[src/rtl/core/arc_pkg.sv]
// shared types, constants and keyword table for the modem reply classifier
package arc_pkg;

  localparam int BUF_DEPTH = 256;
  localparam int CNT_W = $clog2(BUF_DEPTH + 1);

  localparam int NUM_KW = 16;
  localparam int KW_MAX = 11;
  localparam int POS_W = 4;

  localparam int KIND_W = 3;
  localparam int REQ_W = 8;
  localparam int ERRN_W = 16;
  localparam int LSTART_W = 8;
  localparam int RLEN_W = 9;

  localparam int QDEPTH = 2;
  localparam int QPTR_W = 1;
  localparam int QCNT_W = 2;

  localparam logic [7:0] CH_CR = 8'h0d;
  localparam logic [7:0] CH_LF = 8'h0a;
  localparam logic [7:0] CH_GT = 8'h3e;
  localparam logic [7:0] CH_SP = 8'h20;
  localparam logic [7:0] CH_PLUS = 8'h2b;
  localparam logic [7:0] CH_COMMA = 8'h2c;
  localparam logic [7:0] CH_ZERO = 8'h30;
  localparam logic [7:0] CH_NINE = 8'h39;

  // keyword indexes
  localparam int KW_OK = 0;
  localparam int KW_ERROR = 1;
  localparam int KW_CMS = 2;
  localparam int KW_CME = 3;
  localparam int KW_RING = 4;
  localparam int KW_NODIAL = 9;
  localparam int KW_CREG = 10;
  localparam int KW_CPIN = 11;
  localparam int KW_CRING = 12;
  localparam int KW_CLCC = 14;
  localparam int KW_CMTI = 15;

  // strings are right-justified: the first character sits in the highest used byte
  localparam logic [KW_MAX*8-1:0] KW_STR [NUM_KW] = '{
    "OK", "ERROR", "+CMS ERROR:", "+CME ERROR:", "RING", "CONNECT", "BUSY",
    "NO ANSWER", "NO CARRIER", "NO DIALTONE", "+CREG:", "+CPIN:", "+CRING:",
    "+CLIP:", "+CLCC:", "+CMTI:"
  };
  localparam logic [POS_W-1:0] KW_LEN [NUM_KW] = '{
    4'd2, 4'd5, 4'd11, 4'd11, 4'd4, 4'd7, 4'd4, 4'd9, 4'd10, 4'd11, 4'd6, 4'd6,
    4'd7, 4'd6, 4'd6, 4'd6
  };
  localparam logic [POS_W-1:0] NUM_POS = 4'd11;
  localparam logic [CNT_W-1:0] MIN_ERROR_FILL = CNT_W'(7);

  typedef enum logic [KIND_W-1:0] {
    KIND_OK      = 3'd0,
    KIND_ERROR   = 3'd1,
    KIND_CMS     = 3'd2,
    KIND_CME     = 3'd3,
    KIND_CALL    = 3'd4,
    KIND_NETWORK = 3'd5,
    KIND_SMS     = 3'd6,
    KIND_PROMPT  = 3'd7
  } reply_kind_t;

  typedef enum logic [2:0] {
    PS_WS,
    PS_PLUS,
    PS_DIG,
    PS_DONE,
    PS_FAIL
  } num_state_t;

  localparam logic [2:0] REG_PENDING = 3'd0;

  typedef struct packed {
    reply_kind_t           kind;
    logic                  unsol;
    logic [REQ_W-1:0]      req;
    logic [ERRN_W-1:0]     errn;
    logic [LSTART_W-1:0]   lstart;
    logic [RLEN_W-1:0]     rlen;
    logic                  ovf;
  } arc_evt_t;

  function automatic logic is_space(input logic [7:0] c);
    is_space = (c == 8'h20) || (c == 8'h09) || (c == 8'h0a) || (c == 8'h0b) ||
               (c == 8'h0c) || (c == 8'h0d);
  endfunction

  function automatic logic is_digit(input logic [7:0] c);
    is_digit = (c >= CH_ZERO) && (c <= CH_NINE);
  endfunction

endpackage

[src/rtl/core/at_response_classifier_top.sv]
// top level of the modem reply classifier
//
// in_ stream: one received modem byte per transaction in in_tdata[7:0].
// out_ stream: one transaction per recognized reply; out_tuser holds the
// reply kind and the unsolicited flag, out_tdata the echoed request type,
// error number, line start, reply length and overflow flag.
// cfg: APB-style port, register 0 at address 0 holds the pending request
// type; pready is always high, writes land in the access cycle.
// Throughput: one byte per cycle while in_tready is high; line matching is done incrementally as
// each byte arrives, so the line end needs no buffer rescan.
// The event for a reply is written into the queue when the byte ending it is
// accepted and then moves to the output register, which drives out_tvalid.
// A two-entry event queue sits between the classifier and the output
// register; when the receiver stalls, in_tready drops only once both the
// queue is full and the output register holds a result.
// Reset (rst_n low, synchronous) empties the buffer, the queue and the
// output register and clears the pending request type.
module at_response_classifier_top (
  input  logic        clk,
  input  logic        rst_n,
  input  logic        in_tvalid,
  output logic        in_tready,
  input  logic [7:0]  in_tdata,   // rx_byte
  output logic        out_tvalid,
  input  logic        out_tready,
  output logic [47:0] out_tdata,  // request_type, error_number, line_start, reply_length, overflowed
  output logic [3:0]  out_tuser,  // reply_kind, unsolicited
  input  logic        psel,
  input  logic        penable,
  input  logic        pwrite,
  input  logic [2:0]  paddr,
  input  logic [31:0] pwdata,
  output logic [31:0] prdata,
  output logic        pready
);
  import arc_pkg::*;

  logic             acc, push, q_full, q_empty, q_pop;
  arc_evt_t         f_evt, q_evt;
  logic [REQ_W-1:0] pend_r, pend_nxt;

  assign pready = 1'b1;
  assign in_tready = !q_full;
  assign acc = in_tvalid && in_tready;

  always_comb begin
    pend_nxt = pend_r;
    if (psel && penable && pwrite && pready && {paddr[2], 2'b00} == REG_PENDING) begin
      pend_nxt = pwdata[REQ_W-1:0];
    end
    prdata = ({paddr[2], 2'b00} == REG_PENDING) ? {24'd0, pend_r} : 32'd0;
  end

  always_ff @(posedge clk) begin
    if (!rst_n) begin
      pend_r <= '0;
    end else begin
      pend_r <= pend_nxt;
    end
  end

  arc_front u_front (
    .clk     (clk),
    .rst_n   (rst_n),
    .acc     (acc),
    .rx_byte (in_tdata),
    .pending (pend_r),
    .push    (push),
    .evt     (f_evt)
  );

  arc_queue u_queue (
    .clk    (clk),
    .rst_n  (rst_n),
    .push   (push),
    .wr_evt (f_evt),
    .pop    (q_pop),
    .rd_evt (q_evt),
    .full   (q_full),
    .empty  (q_empty)
  );

  arc_back u_back (
    .clk        (clk),
    .rst_n      (rst_n),
    .q_empty    (q_empty),
    .q_evt      (q_evt),
    .q_pop      (q_pop),
    .out_tready (out_tready),
    .out_tvalid (out_tvalid),
    .out_tdata  (out_tdata),
    .out_tuser  (out_tuser)
  );

endmodule

[src/rtl/core/arc_front.sv]
// front end: tracks the buffer and the current line, classifies at each line end and prompt
module arc_front (
  input  logic                       clk,
  input  logic                       rst_n,
  input  logic                       acc,
  input  logic [7:0]                 rx_byte,
  input  logic [arc_pkg::REQ_W-1:0]  pending,
  output logic                       push,
  output arc_pkg::arc_evt_t          evt
);
  import arc_pkg::*;

  logic [CNT_W-1:0]  fill_r, fill_nxt, ls_r, ls_nxt, n;
  logic [7:0]        h1_r, h2_r, h3_r, h1_nxt, h2_nxt, h3_nxt;
  logic              ovf_r, ovf_nxt;
  logic [POS_W-1:0]  pos_r, pos_nxt, pos_upd;
  logic [NUM_KW-1:0] fl_r, fl_nxt, fl_upd, hit;
  logic [2:0]        comma_r, comma_nxt, comma_upd;
  logic              cr_r, cr_nxt, cr_upd;
  num_state_t        ps_r, ps_nxt, ps_upd;
  logic [ERRN_W-1:0] num_r, num_nxt, num_upd;
  logic              num_ok;
  logic              line_end, prompt, found;
  reply_kind_t       kind;
  logic              unsol;

  assign n = fill_r + CNT_W'(1);

  // keyword flags, line position, comma count and CR flag with the current byte applied
  always_comb begin
    fl_upd = fl_r;
    hit = '0;
    for (int k = 0; k < NUM_KW; k++) begin
      if (pos_r < KW_LEN[k]) begin
        fl_upd[k] = fl_r[k] &
          (rx_byte == KW_STR[k][(int'(KW_LEN[k]) - 1 - int'(pos_r)) * 8 +: 8]);
      end
      hit[k] = fl_upd[k] && ({1'b0, pos_r} + 5'd1 >= {1'b0, KW_LEN[k]});
    end
    pos_upd = (pos_r == NUM_POS) ? pos_r : pos_r + POS_W'(1);
    cr_upd = cr_r | (rx_byte == CH_CR);
    comma_upd = (!cr_r && rx_byte != CH_CR && rx_byte == CH_COMMA) ? comma_r + 3'd1
                                                                     : comma_r;
  end

  // number after the error prefix: next state
  always_comb begin
    ps_upd = ps_r;
    if (pos_r == NUM_POS) begin
      case (ps_r)
        PS_WS: begin
          if (is_space(rx_byte)) ps_upd = PS_WS;
          else if (rx_byte == CH_PLUS) ps_upd = PS_PLUS;
          else if (is_digit(rx_byte)) ps_upd = PS_DIG;
          else ps_upd = PS_FAIL;
        end
        PS_PLUS: ps_upd = is_digit(rx_byte) ? PS_DIG : PS_FAIL;
        PS_DIG:  ps_upd = is_digit(rx_byte) ? PS_DIG : PS_DONE;
        PS_DONE: ps_upd = PS_DONE;
        PS_FAIL: ps_upd = PS_FAIL;
        default: ps_upd = PS_FAIL;
      endcase
    end
  end

  // number after the error prefix: value
  always_comb begin
    num_upd = num_r;
    if (pos_r == NUM_POS && is_digit(rx_byte) &&
        (ps_r == PS_WS || ps_r == PS_PLUS)) begin
      num_upd = ERRN_W'(rx_byte - CH_ZERO);
    end else if (pos_r == NUM_POS && is_digit(rx_byte) && ps_r == PS_DIG) begin
      num_upd = {num_r[ERRN_W-4:0], 3'b000} + {num_r[ERRN_W-2:0], 1'b0} +
                ERRN_W'(rx_byte - CH_ZERO);
    end
    num_ok = (ps_upd == PS_DIG) || (ps_upd == PS_DONE);
  end

  // priority match on the finished line or on a prompt
  always_comb begin
    line_end = (fill_r >= CNT_W'(3)) && (h1_r == CH_CR) && (rx_byte == CH_LF);
    prompt = (fill_r >= CNT_W'(3)) && (h3_r == CH_CR) && (h2_r == CH_LF) &&
             (h1_r == CH_GT) && (rx_byte == CH_SP);
    found = 1'b1;
    kind = KIND_OK;
    unsol = 1'b0;
    if (prompt) begin
      kind = KIND_PROMPT;
    end else if (!line_end) begin
      found = 1'b0;
    end else if (hit[KW_OK]) begin
      kind = KIND_OK;
    end else if (hit[KW_ERROR] && n >= MIN_ERROR_FILL) begin
      kind = KIND_ERROR;
    end else if (hit[KW_CMS] && num_ok) begin
      kind = KIND_CMS;
    end else if (hit[KW_CME] && num_ok) begin
      kind = KIND_CME;
    end else if (|hit[KW_NODIAL:KW_RING]) begin
      kind = KIND_CALL;
      unsol = 1'b1;
    end else if (hit[KW_CREG]) begin
      found = (comma_upd == 3'd2);
      kind = KIND_NETWORK;
      unsol = 1'b1;
    end else if (hit[KW_CPIN]) begin
      kind = KIND_OK;
    end else if (|hit[KW_CLCC:KW_CRING]) begin
      kind = KIND_CALL;
      unsol = 1'b1;
    end else if (hit[KW_CMTI]) begin
      kind = KIND_SMS;
      unsol = 1'b1;
    end else begin
      found = 1'b0;
    end
  end

  always_comb begin
    fill_nxt = fill_r;
    ls_nxt = ls_r;
    h1_nxt = h1_r;
    h2_nxt = h2_r;
    h3_nxt = h3_r;
    ovf_nxt = ovf_r;
    pos_nxt = pos_r;
    fl_nxt = fl_r;
    comma_nxt = comma_r;
    cr_nxt = cr_r;
    ps_nxt = ps_r;
    num_nxt = num_r;
    push = 1'b0;
    if (acc) begin
      if (fill_r == CNT_W'(BUF_DEPTH)) begin
        ovf_nxt = 1'b1;
        if (rx_byte == CH_LF) begin
          fill_nxt = '0;
          ls_nxt = '0;
        end
      end else begin
        fill_nxt = n;
        h1_nxt = rx_byte;
        h2_nxt = h1_r;
        h3_nxt = h2_r;
        pos_nxt = pos_upd;
        fl_nxt = fl_upd;
        comma_nxt = comma_upd;
        cr_nxt = cr_upd;
        ps_nxt = ps_upd;
        num_nxt = num_upd;
        if (n == CNT_W'(2) && h1_r == CH_CR && rx_byte == CH_LF) begin
          // leading empty line
          fill_nxt = '0;
          ls_nxt = '0;
        end else if (found) begin
          push = 1'b1;
          fill_nxt = '0;
          ls_nxt = '0;
          ovf_nxt = 1'b0;
        end else if (rx_byte == CH_LF) begin
          ls_nxt = n;
        end
      end
      if (ls_nxt != ls_r || fill_nxt == '0) begin
        pos_nxt = '0;
        fl_nxt = '1;
        comma_nxt = '0;
        cr_nxt = 1'b0;
        ps_nxt = PS_WS;
        num_nxt = '0;
      end
    end
  end

  always_comb begin
    evt.kind = kind;
    evt.unsol = unsol;
    evt.req = unsol ? '0 : pending;
    evt.errn = (kind == KIND_CMS || kind == KIND_CME) ? num_upd : '0;
    evt.lstart = LSTART_W'(ls_r);
    evt.rlen = RLEN_W'(n);
    evt.ovf = ovf_r;
  end

  always_ff @(posedge clk) begin
    if (!rst_n) begin
      fill_r <= '0;
      ls_r <= '0;
      ovf_r <= 1'b0;
      pos_r <= '0;
      fl_r <= '1;
      comma_r <= '0;
      cr_r <= 1'b0;
      ps_r <= PS_WS;
      num_r <= '0;
    end else begin
      fill_r <= fill_nxt;
      ls_r <= ls_nxt;
      ovf_r <= ovf_nxt;
      pos_r <= pos_nxt;
      fl_r <= fl_nxt;
      comma_r <= comma_nxt;
      cr_r <= cr_nxt;
      ps_r <= ps_nxt;
      num_r <= num_nxt;
    end
  end

  always_ff @(posedge clk) begin
    h1_r <= h1_nxt;
    h2_r <= h2_nxt;
    h3_r <= h3_nxt;
  end

endmodule

[src/rtl/core/arc_queue.sv]
// short event queue between the classifier and the output stage
module arc_queue (
  input  logic              clk,
  input  logic              rst_n,
  input  logic              push,
  input  arc_pkg::arc_evt_t wr_evt,
  input  logic              pop,
  output arc_pkg::arc_evt_t rd_evt,
  output logic              full,
  output logic              empty
);
  import arc_pkg::*;

  arc_evt_t          mem_r [QDEPTH];
  logic [QPTR_W-1:0] wp_r, wp_nxt, rp_r, rp_nxt;
  logic [QCNT_W-1:0] cnt_r, cnt_nxt;

  assign full = (cnt_r == QCNT_W'(QDEPTH));
  assign empty = (cnt_r == '0);
  assign rd_evt = mem_r[rp_r];

  always_comb begin
    wp_nxt = push ? wp_r + QPTR_W'(1) : wp_r;
    rp_nxt = pop ? rp_r + QPTR_W'(1) : rp_r;
    cnt_nxt = cnt_r + QCNT_W'(push) - QCNT_W'(pop);
  end

  always_ff @(posedge clk) begin
    if (!rst_n) begin
      wp_r <= '0;
      rp_r <= '0;
      cnt_r <= '0;
    end else begin
      wp_r <= wp_nxt;
      rp_r <= rp_nxt;
      cnt_r <= cnt_nxt;
    end
  end

  always_ff @(posedge clk) begin
    if (push) begin
      mem_r[wp_r] <= wr_evt;
    end
  end

endmodule

[src/rtl/core/arc_back.sv]
// back end: output register that drives the result stream
module arc_back (
  input  logic              clk,
  input  logic              rst_n,
  input  logic              q_empty,
  input  arc_pkg::arc_evt_t q_evt,
  output logic              q_pop,
  input  logic              out_tready,
  output logic              out_tvalid,
  output logic [47:0]       out_tdata,  // request_type, error_number, line_start, reply_length, overflowed
  output logic [3:0]        out_tuser   // reply_kind, unsolicited
);
  import arc_pkg::*;

  logic     vld_r, vld_nxt;
  arc_evt_t evt_r;

  assign q_pop = !q_empty && (!vld_r || out_tready);
  assign vld_nxt = q_pop ? 1'b1 : (out_tready ? 1'b0 : vld_r);

  always_ff @(posedge clk) begin
    if (!rst_n) begin
      vld_r <= 1'b0;
    end else begin
      vld_r <= vld_nxt;
    end
  end

  always_ff @(posedge clk) begin
    if (q_pop) begin
      evt_r <= q_evt;
    end
  end

  assign out_tvalid = vld_r;
  assign out_tuser = {evt_r.unsol, evt_r.kind};
  assign out_tdata = {6'd0, evt_r.ovf, evt_r.rlen, evt_r.lstart, evt_r.errn, evt_r.req};

endmodule

[config.mk]
export PLATFORM = sky130hd
export DESIGN_NAME = at_response_classifier_top
export DESIGN_NICKNAME = d
export VERILOG_FILES = /design/src/rtl/core/arc_pkg.sv /design/src/rtl/core/at_response_classifier_top.sv /design/src/rtl/core/arc_front.sv /design/src/rtl/core/arc_queue.sv /design/src/rtl/core/arc_back.sv
export SDC_FILE = /design/constraint.sdc
export NUM_CORES = 1
export LEC_CHECK = 0
export BUFFER_PORTS_ARGS = -buffer_cell sky130_fd_sc_hd__buf_2
export CAP_MARGIN = 30
export CORE_MARGIN = 3
export CORE_UTILIZATION = 53
export DETAILED_ROUTE_END_ITERATION = 7
export HOLD_SLACK_MARGIN = 0.06
export PLACE_DENSITY_LB_ADDON = 0.3
export SYNTH_ARGS = -nofsm -noshare
export SYNTH_HDL_FRONTEND = slang
export SYNTH_SLANG_ARGS = --single-unit
[constraint.sdc]
create_clock -name clk -period 8.4 [get_ports clk]
set_input_delay 0.42 -clock clk [delete_from_list [all_inputs] [get_ports clk]]
set_output_delay 0.42 -clock clk [all_outputs]
set_load 0.01 [all_outputs]
==> results_dict.tcl <==
set metrics [dict create \
    status "complete, no violations" \
    route.detailed.drc 0 \
    cts-root-buf "clkbuf_16" \
    synth_area_um2 14800 \
    powerDensity_nw_per_um2 231 \
    grt_pass1_vias 11500 \
    cts_tree "done" \
    dpl_cell_area_um2 15300 \
    post_cts_resized 0 \
    ys_top_cells_by_area "edfxtp_1 (33%), dfxtp_1 (10%), ha_1 (3.7%), mux2_2 (3.6%), nand2_1 (3.5%)" \
    ys_warn_count 0 \
    finalNetCount 1671 \
    gp_congestion 0.940 \
    h-tree-depth 1 \
    total_leakage_power_nw 6.09 \
    design_area_um2 16000 \
    post-cts-setup-buffers 0 \
    die_h_um 173 \
    clk_latency_ns 0.51 \
    hold_viol_final 0 \
    start_kind "flop" \
    cp_slowest_cell "ha_1" \
    cts-hold-fix-buffers 0 \
    cp_cell_sequence "buf_4, inv_1, ha_1, inv_1, ha_1, a2111oi_1, xnor2_1, o211ai_1, nor4_1, a211oi_1, nand4_1, o311a_1, or2_1, mux2i_1, a2111oi_4, a21o_2, o2111ai_1" \
    grt_pass1_wl_um 61600 \
    place_inst 1912 \
    maxCapViolations 0 \
    detail_route.vias_per_cell 6.21 \
    worst-path-buf-inv 3 \
    crit_fanout 22 \
    rows 60 \
    die-area_um2 30000 \
    io_pins 137 \
    hpwl_um 25900 \
    critPathRequiredTime_ns 8.75 \
    critical-path-top-delay-family "compound AO/OA/AOI/OAI gates" \
    critical_path_class "flop to flop" \
    min_path_type "input port to flop" \
    clk_path_buf_depth 3 \
    initial_utilization_pct 54.5 \
    synthCells 1541 \
    die_w_um 173 \
    first_pass_iters 6 \
    fp.coreArea_um2 27200 \
    drive_gt1_share_pct 14.1 \
    syn2layout_area_growth_pct 8.21 \
    ys.flop_type "edfxtp_1" \
    worst_pin_slew_ns 1.05 \
    relSlewSlack_pct 30.1 \
    skew_ns 0.0125 \
    grt_usage_pct 24.6 \
    yosys.cell_types.count 91 \
    synth_edf_count 162 \
    antenna_found_initial 0 \
    post-route-util_pct 59.0 \
    io_buffers 79 \
    ys_seq_area_share_pct 43.0 \
    fillers 2336 \
    synth_top_cell_area_share_pct 32.8 \
    wl_um 38200 \
    ir_drop_mv 0.128 \
    period_share_pct 75.4 \
    min_period_ns 6.33 \
    drtAntennaViolNets 0 \
    setup_tns_ns 0 \
    slowest_delay_ns 0.91 \
    setup_viol 0 \
    cts-buffers-inserted 22 \
    yosysTopAreaCell "edfxtp_1" \
    path_clk_slew_ns 0.07 \
    critPathCaptureType "flop" \
    routedWlPerCell_um 19.6 \
    numClockSinks 237 \
    stdcell_count 1952 \
    rsz0062_at_grt "no" \
    finalMaxSlewViolations 0 \
    vias 12100 \
    diodes 0 \
    ys_ff_latch 237 \
    grt_max_degree 81 \
    timing.fmax_mhz 158 \
    arrival_ns 6.68 \
    grt.overflow.total 0 \
    ys_async_sr_fraction_pct 0 \
    drt_iter0_markers 1592 \
    avgSynthCellArea_um2 9.61 \
    p_total_mw 3.70 \
]
[sequential cells by signal (all words and copies together), names as in the netlist, 8 cells and up]
name	count
pend_r	8
u_back.out_tdata	42
u_front.fill_r	9
u_front.fl_r	16
u_front.h1_r	8
u_front.h2_r	8
u_front.h3_r	8
u_front.ls_r	9
u_front.num_r	16
u_queue.mem_r	92
[worst register-to-register path: cells and delay by family, from the launching register on]
kind            cells  cell delay [ns]
compound gates      7             2.39
xor+xnor            1             0.17
fa+ha+maj           2             1.33
buf+inv             3             0.60
flops               1             0.30
mux                 1             0.15
simple gates        3             1.24
[area by class of cell]
type                       count  area [um2]  area share (%)
tap                          372         465            2.90
inverter                      60         225            1.40
timing repair buffer         101         591            3.68
clock inverter                11        83.8           0.523
sequential                   237        6370            39.7
multi-input combinational   1142        7680            47.9
clock buffer                  29         618            3.86
[cells in the mapped netlist, types with 25 or more instances]
cell	count
buf_4	38
buf_2	30
inv_1	52
dfxtp_1	75
mux2_2	48
ha_1	44
xnor2_1	49
edfxtp_1	162
nor2_1	123
nand2_1	138
nor2b_1	39
nand2b_1	25
nor3_1	34
clkbuf_1	56
a21oi_1	71
nand3_1	61
o21ai_0	51
[power by group]
group          switching, mW  total, mW  internal (mW)
Sequential            0.0760       1.51           1.44
Combinational          0.757       1.22          0.467
Clock                  0.434      0.962          0.528
[metal layers]
metal	up-vias	GRT usage, %	part of all wire [%]
li1	5687	-	-
met1	5787	33.6	42
met2	565	40.4	47
met3	88	3.47	8.7
met4	0	8.45	2.8
met5	-	0	0
[through the flow]
step	setup WS [ns]	hold WS (ns)
2_1_floorplan	0.136	0.418
3_3_place_gp	2.22	0.426
3_5_place_dp	2.17	0.436
4_1_cts	2.17	0.134
5_1_grt	1.67	0.151
6_report	2.07	0.145
[cell families (layout without fill, tap and decap cells)]
group	count (synthesis)	in the layout	share of synthesized area (%)
mux	64	64	4.73
fa+ha+maj	58	58	5.54
other cells	2	31	0.0507
compound gates	350	350	16.7
xor+xnor	69	69	4.27
simple gates	570	570	19.7
buf+inv	191	201	6.06
flops	237	237	43.0
[path summary, 6_finish.rpt]
path / from / to / slack [ns] / cells after the start
max reg2reg: u_front.pos_r[2] / u_front.fl_r[2] / 2.07 / 17
min: pwdata[0] / pend_r[0] / 0.15 / 3
max: u_front.pos_r[2] / u_front.fl_r[2] / 2.07 / 17
min reg2reg: u_front.h1_r[2] / u_front.h2_r[2] / 0.44 / 0
[cells in the final DEF, fill, tap and decap left out, types with 13 or more instances in the layout]
cell type and instances:
a21o_1 14, xor2_1 17, o21ai_0 51, nor2_1 122, inv_1 52, a22oi_1 18
xnor2_1 49, o211ai_1 21, mux2_2 48, nand4_1 23, nand2_1 138, nand3_1 61
nor4_1 20, fa_1 13, nor3_1 34, ha_1 44, buf_4 19, edfxtp_1 162
and2_1 15, dfxtp_1 73, nand2b_1 25, o22ai_1 14, buf_2 80, nor2b_1 39
a21oi_1 70, clkbuf_16 23, mux2i_1 16, a31oi_1 15, conb_1 31
No activity file was read; power rests on OpenSTA's default activity.
